**src/hdl/sclc_pkg.sv**
```systemverilog
// Package for the sector cache LRU controller: sizes, codes, payload and
// controller/datapath interface types. Depends on nothing.
package sclc_pkg;

    localparam int ENTRIES  = 64;
    localparam int IDX_W    = $clog2(ENTRIES);
    localparam int SLOT_W   = 6;
    localparam int SECTOR_W = 32;
    localparam int STAMP_W  = 63;

    typedef logic [IDX_W-1:0]    t_idx;
    typedef logic [ENTRIES-1:0]  t_mask;
    typedef logic [SECTOR_W-1:0] t_sector;
    typedef logic [STAMP_W-1:0]  t_stamp;

    typedef enum logic [1:0] {
        OP_READ  = 2'd0,
        OP_WRITE = 2'd1,
        OP_FLUSH = 2'd2,
        OP_CLEAN = 2'd3
    } t_opcode;

    typedef enum logic [1:0] {
        ACT_HIT       = 2'd0,
        ACT_FILL      = 2'd1,
        ACT_WRITEBACK = 2'd2,
        ACT_NONE      = 2'd3
    } t_action;

    // Kind of result the datapath is told to build.
    typedef enum logic [2:0] {
        EM_HIT,
        EM_FILL,
        EM_WB_VICTIM,
        EM_WB_FLUSH,
        EM_NONE
    } t_emit;

    typedef enum logic [3:0] {
        ST_IDLE,
        ST_LK_SCAN,
        ST_LK_DRAIN,
        ST_LK_DECIDE,
        ST_LK_HIT,
        ST_LK_VREAD,
        ST_LK_WB,
        ST_LK_FILL,
        ST_FL_CHK,
        ST_FL_EMIT,
        ST_FL_NONE
    } t_state;

    typedef struct packed {
        t_opcode opcode;
        t_sector sector_number;
        t_stamp  now_tick;
    } t_in;

    typedef struct packed {
        t_action           action;
        logic [SLOT_W-1:0] slot_index;
        t_sector           target_sector;
        logic              last_of_run;
    } t_out;

    // Commands from the controller to the datapath.
    typedef struct packed {
        logic  load;
        logic  scan;
        logic  idx_inc;
        logic  idx_sel;
        logic  emit_en;
        t_emit emit_kind;
    } t_cmd;

    // Status from the datapath to the controller.
    typedef struct packed {
        logic out_free;
        logic new_lookup;
        logic hit;
        logic at_end;
        logic vd_cur;
        logic more;
    } t_stat;

endpackage

```
**src/hdl/sclc_ctrl.sv**
```systemverilog
// Controller state machine of the sector cache LRU controller.
// Depends on sclc_pkg; drives sclc_datapath through t_cmd and reads t_stat.
module sclc_ctrl (
    input  logic           i_clk,
    input  logic           i_rst_n,
    input  logic           i_in_valid,
    output logic           o_in_ready,
    input  sclc_pkg::t_stat i_stat,
    output sclc_pkg::t_cmd  o_cmd
);
    import sclc_pkg::*;

    t_state r_state;
    t_state n_state;

    // State register.
    always_ff @(posedge i_clk) begin
        if (!i_rst_n) begin
            r_state <= ST_IDLE;
        end else begin
            r_state <= n_state;
        end
    end

    // Next state and commands.
    always_comb begin
        n_state           = r_state;
        o_in_ready        = 1'b0;
        o_cmd.load        = 1'b0;
        o_cmd.scan        = 1'b0;
        o_cmd.idx_inc     = 1'b0;
        o_cmd.idx_sel     = 1'b0;
        o_cmd.emit_en     = 1'b0;
        o_cmd.emit_kind   = EM_NONE;
        unique case (r_state)
            ST_IDLE: begin
                o_in_ready = 1'b1;
                if (i_in_valid) begin
                    o_cmd.load = 1'b1;
                    n_state    = i_stat.new_lookup ? ST_LK_SCAN : ST_FL_CHK;
                end
            end
            // Walk every entry; the datapath evaluates each entry in the cycle after its index.
            ST_LK_SCAN: begin
                o_cmd.scan = 1'b1;
                if (i_stat.at_end) begin
                    n_state = ST_LK_DRAIN;
                end
            end
            ST_LK_DRAIN: begin
                n_state = ST_LK_DECIDE;
            end
            ST_LK_DECIDE: begin
                o_cmd.idx_sel = 1'b1;
                n_state       = i_stat.hit ? ST_LK_HIT : ST_LK_VREAD;
            end
            ST_LK_HIT: begin
                o_cmd.emit_kind = EM_HIT;
                if (i_stat.out_free) begin
                    o_cmd.emit_en = 1'b1;
                    n_state       = ST_IDLE;
                end
            end
            // Victim tag is read from memory during this cycle.
            ST_LK_VREAD: begin
                n_state = ST_LK_WB;
            end
            ST_LK_WB: begin
                o_cmd.emit_kind = EM_WB_VICTIM;
                if (!i_stat.vd_cur) begin
                    n_state = ST_LK_FILL;
                end else if (i_stat.out_free) begin
                    o_cmd.emit_en = 1'b1;
                    n_state       = ST_LK_FILL;
                end
            end
            ST_LK_FILL: begin
                o_cmd.emit_kind = EM_FILL;
                if (i_stat.out_free) begin
                    o_cmd.emit_en = 1'b1;
                    n_state       = ST_IDLE;
                end
            end
            // Flush or clean: look for the next dirty entry.
            ST_FL_CHK: begin
                if (i_stat.vd_cur) begin
                    n_state = ST_FL_EMIT;
                end else if (i_stat.at_end) begin
                    n_state = ST_FL_NONE;
                end else begin
                    o_cmd.idx_inc = 1'b1;
                end
            end
            ST_FL_EMIT: begin
                o_cmd.emit_kind = EM_WB_FLUSH;
                if (i_stat.out_free) begin
                    o_cmd.emit_en = 1'b1;
                    if (i_stat.more) begin
                        o_cmd.idx_inc = 1'b1;
                        n_state       = ST_FL_CHK;
                    end else begin
                        n_state = ST_IDLE;
                    end
                end
            end
            ST_FL_NONE: begin
                o_cmd.emit_kind = EM_NONE;
                if (i_stat.out_free) begin
                    o_cmd.emit_en = 1'b1;
                    n_state       = ST_IDLE;
                end
            end
            default: begin
                n_state = ST_IDLE;
            end
        endcase
    end

    // A request taken in idle always moves the controller out of idle.
    a_load_leaves_idle: assert property (@(posedge i_clk) disable iff (!i_rst_n)
        o_cmd.load |=> (r_state != ST_IDLE))
        else $error("accepted request did not start work");

    // A result is only built when the output register can take it.
    a_emit_free: assert property (@(posedge i_clk) disable iff (!i_rst_n)
        o_cmd.emit_en |-> i_stat.out_free)
        else $error("result emitted while output register busy");

endmodule

```
**config.mk**
```make
export PLATFORM = sky130hd
export DESIGN_NAME = sclc_ctrl
export DESIGN_NICKNAME = d
export VERILOG_FILES = /design/src/hdl/sclc_pkg.sv /design/src/hdl/sclc_ctrl.sv
export SDC_FILE = /design/constraint.sdc
export NUM_CORES = 1
export LEC_CHECK = 0
export BUFFER_PORTS_ARGS = -buffer_cell sky130_fd_sc_hd__buf_2
export CAP_MARGIN = 40
export CORE_AREA = 5 5 42 44
export DETAILED_ROUTE_END_ITERATION = 6
export DIE_AREA = 0 0 47 49
export SLEW_MARGIN = 20
export SYNTH_ARGS = -nofsm -noshare
export SYNTH_HDL_FRONTEND = slang
export SYNTH_SLANG_ARGS = --single-unit
```
**constraint.sdc**
```tcl
create_clock -name i_clk -period 2.1 [get_ports i_clk]
set_clock_uncertainty 0.2 [all_clocks]
set_input_delay 0.21 -clock i_clk [delete_from_list [all_inputs] [get_ports i_clk]]
set_output_delay 0.21 -clock i_clk [all_outputs]
set_load 0.005 [all_outputs]
```
==> flow_summary_export.csv, run 1 <==
group,metric,value,unit
cells_and_area,multi_input_comb_area,364,um2
clocking,clockRootBuffer,"clkbuf_4",
critical_path,r2r-end,"r_state[0]",
sta,fin_tns_setup,0,ps
critical_path,crit_arrival,1580,ps
clocking,cts_tree,"yes",
critical_path,path_max_fanout,14,
floorplanning,start_util,34.4,%
yosys,ys_seq_elements,4,
sta,hold_viol_final,0,
placed_design,dp_hpwl,910,um
routing,viasPerCell,5.18,
yosys,synth_edf_count,0,
power_and_ir_drop,ir_worst_vdd,491,uV
floorplanning,design.core.area,1400,um2
routing,drtIter0Drc,4,
sta,fin_crit,1990,ps
power_and_ir_drop,power.density,1170,nW/um2
routing,totalWireLength,1.14,mm
cells_and_area,largest_reg_flops,4,
power_and_ir_drop,p_leak,0.279,nW
placed_design,io_buffer_count,17,
routing,vias,518,
placed_design,place_ws,219,ps
floorplanning,die-area,2300,um2
routing,ant_nets,0,
global_routing,grt_overflow,0,
yosys,synthTopCellsByArea,"dfxtp_1, mux2i_1, nand2b_1, nor2b_1, nor3_1",
cells_and_area,fillers,156,
yosys,async_flop_share,0,%
worst_hold_path,hold-path-endpoint,"r_state[3]",
floorplanning,rows,14,
sta,setup_viol_count_final,0,
sta,worst_pin_slew,281,ps
yosys,synth_area,482,um2
global_routing,grt_max_degree,15,
placed_design,globalplace.congestion,0.775,
floorplanning,die_w,47,um
power_and_ir_drop,p_int,0.405,mW
critical_path,end_kind,"output pin",
critical_path,crit_required,1690,ps
routing,wl_per_cell,11.4,um
clocking,cts.clk_slew.worst_paths,40,ps
cells_and_area,final_cells,100,
yosys,synth-warning-count,0,
worst_hold_path,hp-start,"i_rst_n",
power_and_ir_drop,switching_share,43.4,%
global_routing,grt_use_total,11.3,%
power_and_ir_drop,pwr-share-comb,62.2,%
sta,period_share,94.6,%
yosys,synthCells,66,
global_routing,antenna_found_initial,0,
placed_design,place_inst,96,
cells_and_area,final_util,43.8,%
sta,max_clock_freq,503,MHz
cells_and_area,fin_nets,95,
cells_and_area,area_delta_synth_final,27.5,%
cells_and_area,top_regs,"r_state x4",
yosys,synth_top_area_cell,"dfxtp_1",
yosys,yosysMostFrequentCell,"nand2_1",
routing,dr_wl_met3,82,um
sta,grt_setup_unrepaired,"false",
worst_hold_path,worstHoldPathCells,3,
yosys,ys_types,33,
power_and_ir_drop,seqPwrFrac,24.7,%
routing,met2_wirelength,514,um
outcome,status,"finished clean",
critical_path,timing.critical_path.from_type,"flop",
yosys,ys_top_cells_by_count,"nand2_1, nor2_1, nor3_1",
critical_path,worstSetupStartpoint,"r_state[3]",
critical_path,r2r_slack,180,ps
critical_path,reg2reg_from,"r_state[3]",
floorplanning,die_h,49,um
cells_and_area,seq_area,85.1,um2
yosys,synth_area_per_cell,7.30,um2
clocking,clock_sinks,4,
critical_path,r2r_cells,5,
critical_path,path_class,"flop to output pin",
worst_hold_path,hold_class,"input port to flop",
cells_and_area,antenna_cells,0,
yosys,mappedNetlistNets,75,
routing,met1Wirelength,526,um
sta,relSlewSlack,81.2,%
routing,dr.pass1.iters,4,
cells_and_area,regMostFlops,"r_state",
yosys,synthFlopType,"dfxtp_1",
clocking,cts_made_buffers,3,
global_routing,grt_first_pass_wirelength,1.88,mm
cells_and_area,drive_above_1_share,35.7,%
clocking,htreeDepth,1,
floorplanning,io_pins,18,
sta,worst_slack,113,ps
job,max_cap_violations,0,
routing,drc_errors,0,
power_and_ir_drop,p_clk_share,13.2,%
yosys,netlist.area_leader.share,16.6,%
clocking,clk_path_buf_depth,2,
power_and_ir_drop,power.switching,0.311,mW
clocking,insertion_delay,230,ps
yosys,yosysSeqAreaShare,16.6,%
routing,highest_layer,"met4",
global_routing,grt_pass1_vias,436,
sta,drv_slew,0,
-- final cells by class --
class	count	share of cell area, %
Sequential cell	4	13.8
Tap cell	16	3.26
Clock buffer	3	3.67
Inverter	2	1.22
Timing Repair Buffer	21	18.7
Multi-Input combinational cell	54	59.3
-- cell usage in the layout, fill, tap and decap left out, types with 2 or more instances in the layout --
cell type   n
nand2_1     6
nor2b_1     4
buf_4       4
nor3_1      5
clkbuf_4    3
o31ai_1     2
nor2_1      5
buf_2      17
dfxtp_1     2
nand3_1     2
inv_1       2
a21oi_1     3
mux2i_1     3
nand2b_1    4
nor3b_1     2
-- worst max-delay path, stage by stage (launching register included) --
cell and delay [ps]:
dfxtp_4 380, or2_4 260, mux4_2 470, nor2b_1 110
buf_2 110
-- power groups by stage --
| stage | sequential (mW) | combinational, mW | clock, mW |
|---|---|---|---|
| finish | 0.177 | 0.445 | 0.0942 |
| global route | 0.188 | 0.495 | 0.112 |
| floorplan | 0.121 | 0.376 | 0 |
| global placement | 0.168 | 0.443 | 0 |
| detailed placement | 0.168 | 0.440 | 0 |
| CTS | 0.170 | 0.442 | 0.0982 |
-- metal layers --
layer | up-vias | GRT usage [%]
li1 | 273 | -
met1 | 225 | 15.2
met2 | 18 | 15.2
met3 | 2 | 3.32
met4 | 0 | 6.91
met5 | - | 0
-- cells by family after synthesis --
kind of cell	Yosys count	synth area share [%]
AND/OR/NAND/NOR	33	37.1
multiplexers	4	10.9
XOR/XNOR	1	1.82
flip-flops	4	16.6
buffers and inverters	8	7.79
AO/OA/AOI/OAI	16	25.7
-- timing repair --
item | in CTS | in global routing
hold buffers | 0 | 0
setup buffers | 0 | 1
setup endpoints to repair | 1 | 1
gates resized for setup | 1 | 2
-- metrics by stage --
| stage | cell area, um2 | hold slack (ps) | power, mW |
|---|---|---|---|
| after detailed placement | 579 | 347 | 0.608 |
| after global routing | 614 | 85.4 | 0.794 |
| after floorplan | 482 | 212 | 0.497 |
| after global placement | 579 | 339 | 0.611 |
| final | 614 | 89.1 | 0.716 |
| after CTS | 603 | 89.7 | 0.710 |
-- worst max-delay path by stage --
| stage | endpoint | slack [ps] | cells past startpoint |
|---|---|---|---|
| finish | o_cmd[3] | 110 | 4 |
| global route | o_cmd[3] | 30 | 4 |
| CTS | o_cmd[3] | 40 | 4 |
| detailed placement | r_state[0] | 220 | 4 |
| global placement | o_cmd[3] | 240 | 4 |
| floorplan | r_state[0] | 350 | 5 |
(Power assumes the default switching activity.)
==> run 2, diff against run 1 <==
--- a/config.mk
+++ b/config.mk
@@ -7,9 +7,9 @@
 export LEC_CHECK = 0
 export BUFFER_PORTS_ARGS = -buffer_cell sky130_fd_sc_hd__buf_2
 export CAP_MARGIN = 40
-export CORE_AREA = 5 5 42 44
+export CORE_AREA = 2 2 39 41
 export DETAILED_ROUTE_END_ITERATION = 6
-export DIE_AREA = 0 0 47 49
+export DIE_AREA = 0 0 41 43
 export SLEW_MARGIN = 20
 export SYNTH_ARGS = -nofsm -noshare
 export SYNTH_HDL_FRONTEND = slang
==> run 2 against run 1 <==
  * Clock power shrank 3.0%
  * Maximum frequency shrank 0.75%
  * Cell count stayed put
  * Routed wire length increased by 3.0%
  * Flip-flop and latch count is the same
  * Critical path depth did not move
  * Register-to-register slack better by 120 ps
==> flow_summary_export.csv, run 2 (same netlist as run 1, synthesis figures left out) <==
group,metric,value,unit
routing,vias,513,
critical_path,r2r_cells,4,
floorplanning,start_util,34.8,%
cells_and_area,regMostFlops,"r_state",
global_routing,grt_pass1_vias,400,
power_and_ir_drop,ir_worst_vdd,362,uV
cells_and_area,largest_reg_flops,4,
clocking,htreeDepth,1,
clocking,cts_made_buffers,3,
critical_path,path_max_fanout,9,
floorplanning,die-area,1760,um2
global_routing,antenna_found_initial,0,
power_and_ir_drop,p_leak,0.279,nW
clocking,cts.clk_slew.worst_paths,30,ps
routing,viasPerCell,5.13,
sta,max_clock_freq,500,MHz
critical_path,path_class,"flop to output pin",
sta,setup_viol_count_final,0,
critical_path,r2r-end,"r_state[3]",
sta,drv_slew,0,
cells_and_area,top_regs,"r_state x4",
floorplanning,io_pins,18,
critical_path,timing.critical_path.from_type,"flop",
cells_and_area,layout_commonest_cell,"buf_2",
floorplanning,rows,14,
critical_path,crit_required,1690,ps
cells_and_area,fillers,147,
global_routing,grt_overflow,0,
placed_design,globalplace.congestion,0.732,
placed_design,io_buffer_count,17,
job,max_cap_violations,0,
routing,totalWireLength,1.18,mm
sta,fin_tns_setup,0,ps
critical_path,worstSetupStartpoint,"r_state[0]",
routing,dr.pass1.iters,4,
critical_path,worstSetupEndpoint,"o_cmd[3]",
clocking,cts_tree,"yes",
floorplanning,die_w,41,um
placed_design,place_ws,304,ps
critical_path,crit_arrival,1590,ps
worst_hold_path,hold_class,"input port to flop",
cells_and_area,antenna_cells,0,
clocking,clock_sinks,4,
routing,ant_nets,0,
worst_hold_path,worstHoldPathCells,3,
routing,wl_per_cell,11.8,um
routing,drtIter0Drc,11,
floorplanning,die_h,43,um
critical_path,cp_num_buf_inv,1,
critical_path,reg2reg_from,"r_state[0]",
clocking,clk_path_buf_depth,2,
sta,period_share,95.3,%
cells_and_area,final_cell_mix,"buf_2, nand2_1, nor3_1",
sta,relSlewSlack,71.1,%
global_routing,grt_max_degree,14,
sta,worst_slack,98.4,ps
cells_and_area,fin_nets,95,
clocking,insertion_delay,230,ps
global_routing,grt_first_pass_wirelength,1.76,mm
sta,fin_crit,2000,ps
floorplanning,design.core.area,1380,um2
clocking,clockRootBuffer,"clkbuf_4",
clocking,post_cts_buffers,0,
critical_path,r2r_slack,300,ps
critical_path,slowest_stage,"mux4_2",
critical_path,end_kind,"output pin",
sta,holdWs,114,ps
critical_path,crit_chain,"or2_4, mux4_2, nor2b_1, buf_2",
sta,grt_setup_unrepaired,"false",
routing,drc_errors,0,
global_routing,grt_use_total,14.2,%
cells_and_area,area_delta_synth_final,27.0,%
critical_path,crit_family,"multiplexers",
power_and_ir_drop,power.density,1160,nW/um2
cells_and_area,drive_above_1_share,34.5,%
placed_design,dp_hpwl,889,um
sta,worst_pin_slew,432,ps
critical_path,max_stage_delay,490,ps
sta,hold_viol_final,0,
outcome,status,"finished clean",
critical_path,cp.depth,4,
[run 2: cell counts in the layout (fill, tap and decap cells not counted)]
No cell type changed its count.
[run 2: stage by stage]
step / cells / power [mW] / util (%) / cell area (um2)
global placement: 97 / 0.614 / 42.4 / 587
floorplan: 66 / 0.497 / - / 482
finish: 100 / 0.708 / 44.2 / 612
detailed placement: 97 / 0.614 / 42.4 / 587
global route: 100 / 0.781 / 44.2 / 612
CTS: 100 / 0.710 / 44.0 / 609
[run 2: worst min-delay path by stage]
stage,start,end
finish,i_rst_n,r_state[3]
global route,i_rst_n,r_state[1]
CTS,i_rst_n,r_state[0]
detailed placement,i_rst_n,r_state[0]
global placement,i_stat[4],r_state[3]
floorplan,i_stat[5],r_state[1]
[run 2: repair_timing]
item / 4_1_cts / 5_1_grt
hold buffers: 0 / 0
gates resized for setup: 0 / 1
hold endpoints to repair: 0 / 0
setup endpoints to repair: 0 / 1
[run 2: final cells by class]
| cell class | instances | area (um2) | share of cell area (%) |
|---|---|---|---|
| timing repair buffer | 21 | 115 | 18.8 |
| tap | 16 | 20.0 | 3.27 |
| multi-input combinational | 54 | 367 | 59.9 |
| inverter | 2 | 7.51 | 1.23 |
| sequential | 4 | 80.1 | 13.1 |
| clock buffer | 3 | 22.5 | 3.68 |
[run 2: worst reg2reg max path, stage by stage (launching register included)]
cell and delay [ps]:
dfxtp_1 370, or2_4 270, mux4_2 500, o21ai_4 210
mux2i_1 190
[run 2: where the power goes]
part | internal, mW | switching [mW] | leakage [nW]
clock | 0.0637 | 0.0277 | 0.0138
combinational | 0.228 | 0.229 | 0.232
sequential | 0.103 | 0.0577 | 0.0327
[run 2: metal layers]
| layer | up-vias | GRT usage, % | part of all wire [%] |
|---|---|---|---|
| met2 | 16 | 19.1 | 44 |
| met1 | 222 | 22.1 | 51 |
| met4 | 0 | 4.00 | 0 |
| met5 | - | 0 | 0 |
| li1 | 275 | - | - |
| met3 | 0 | 3.14 | 5.1 |
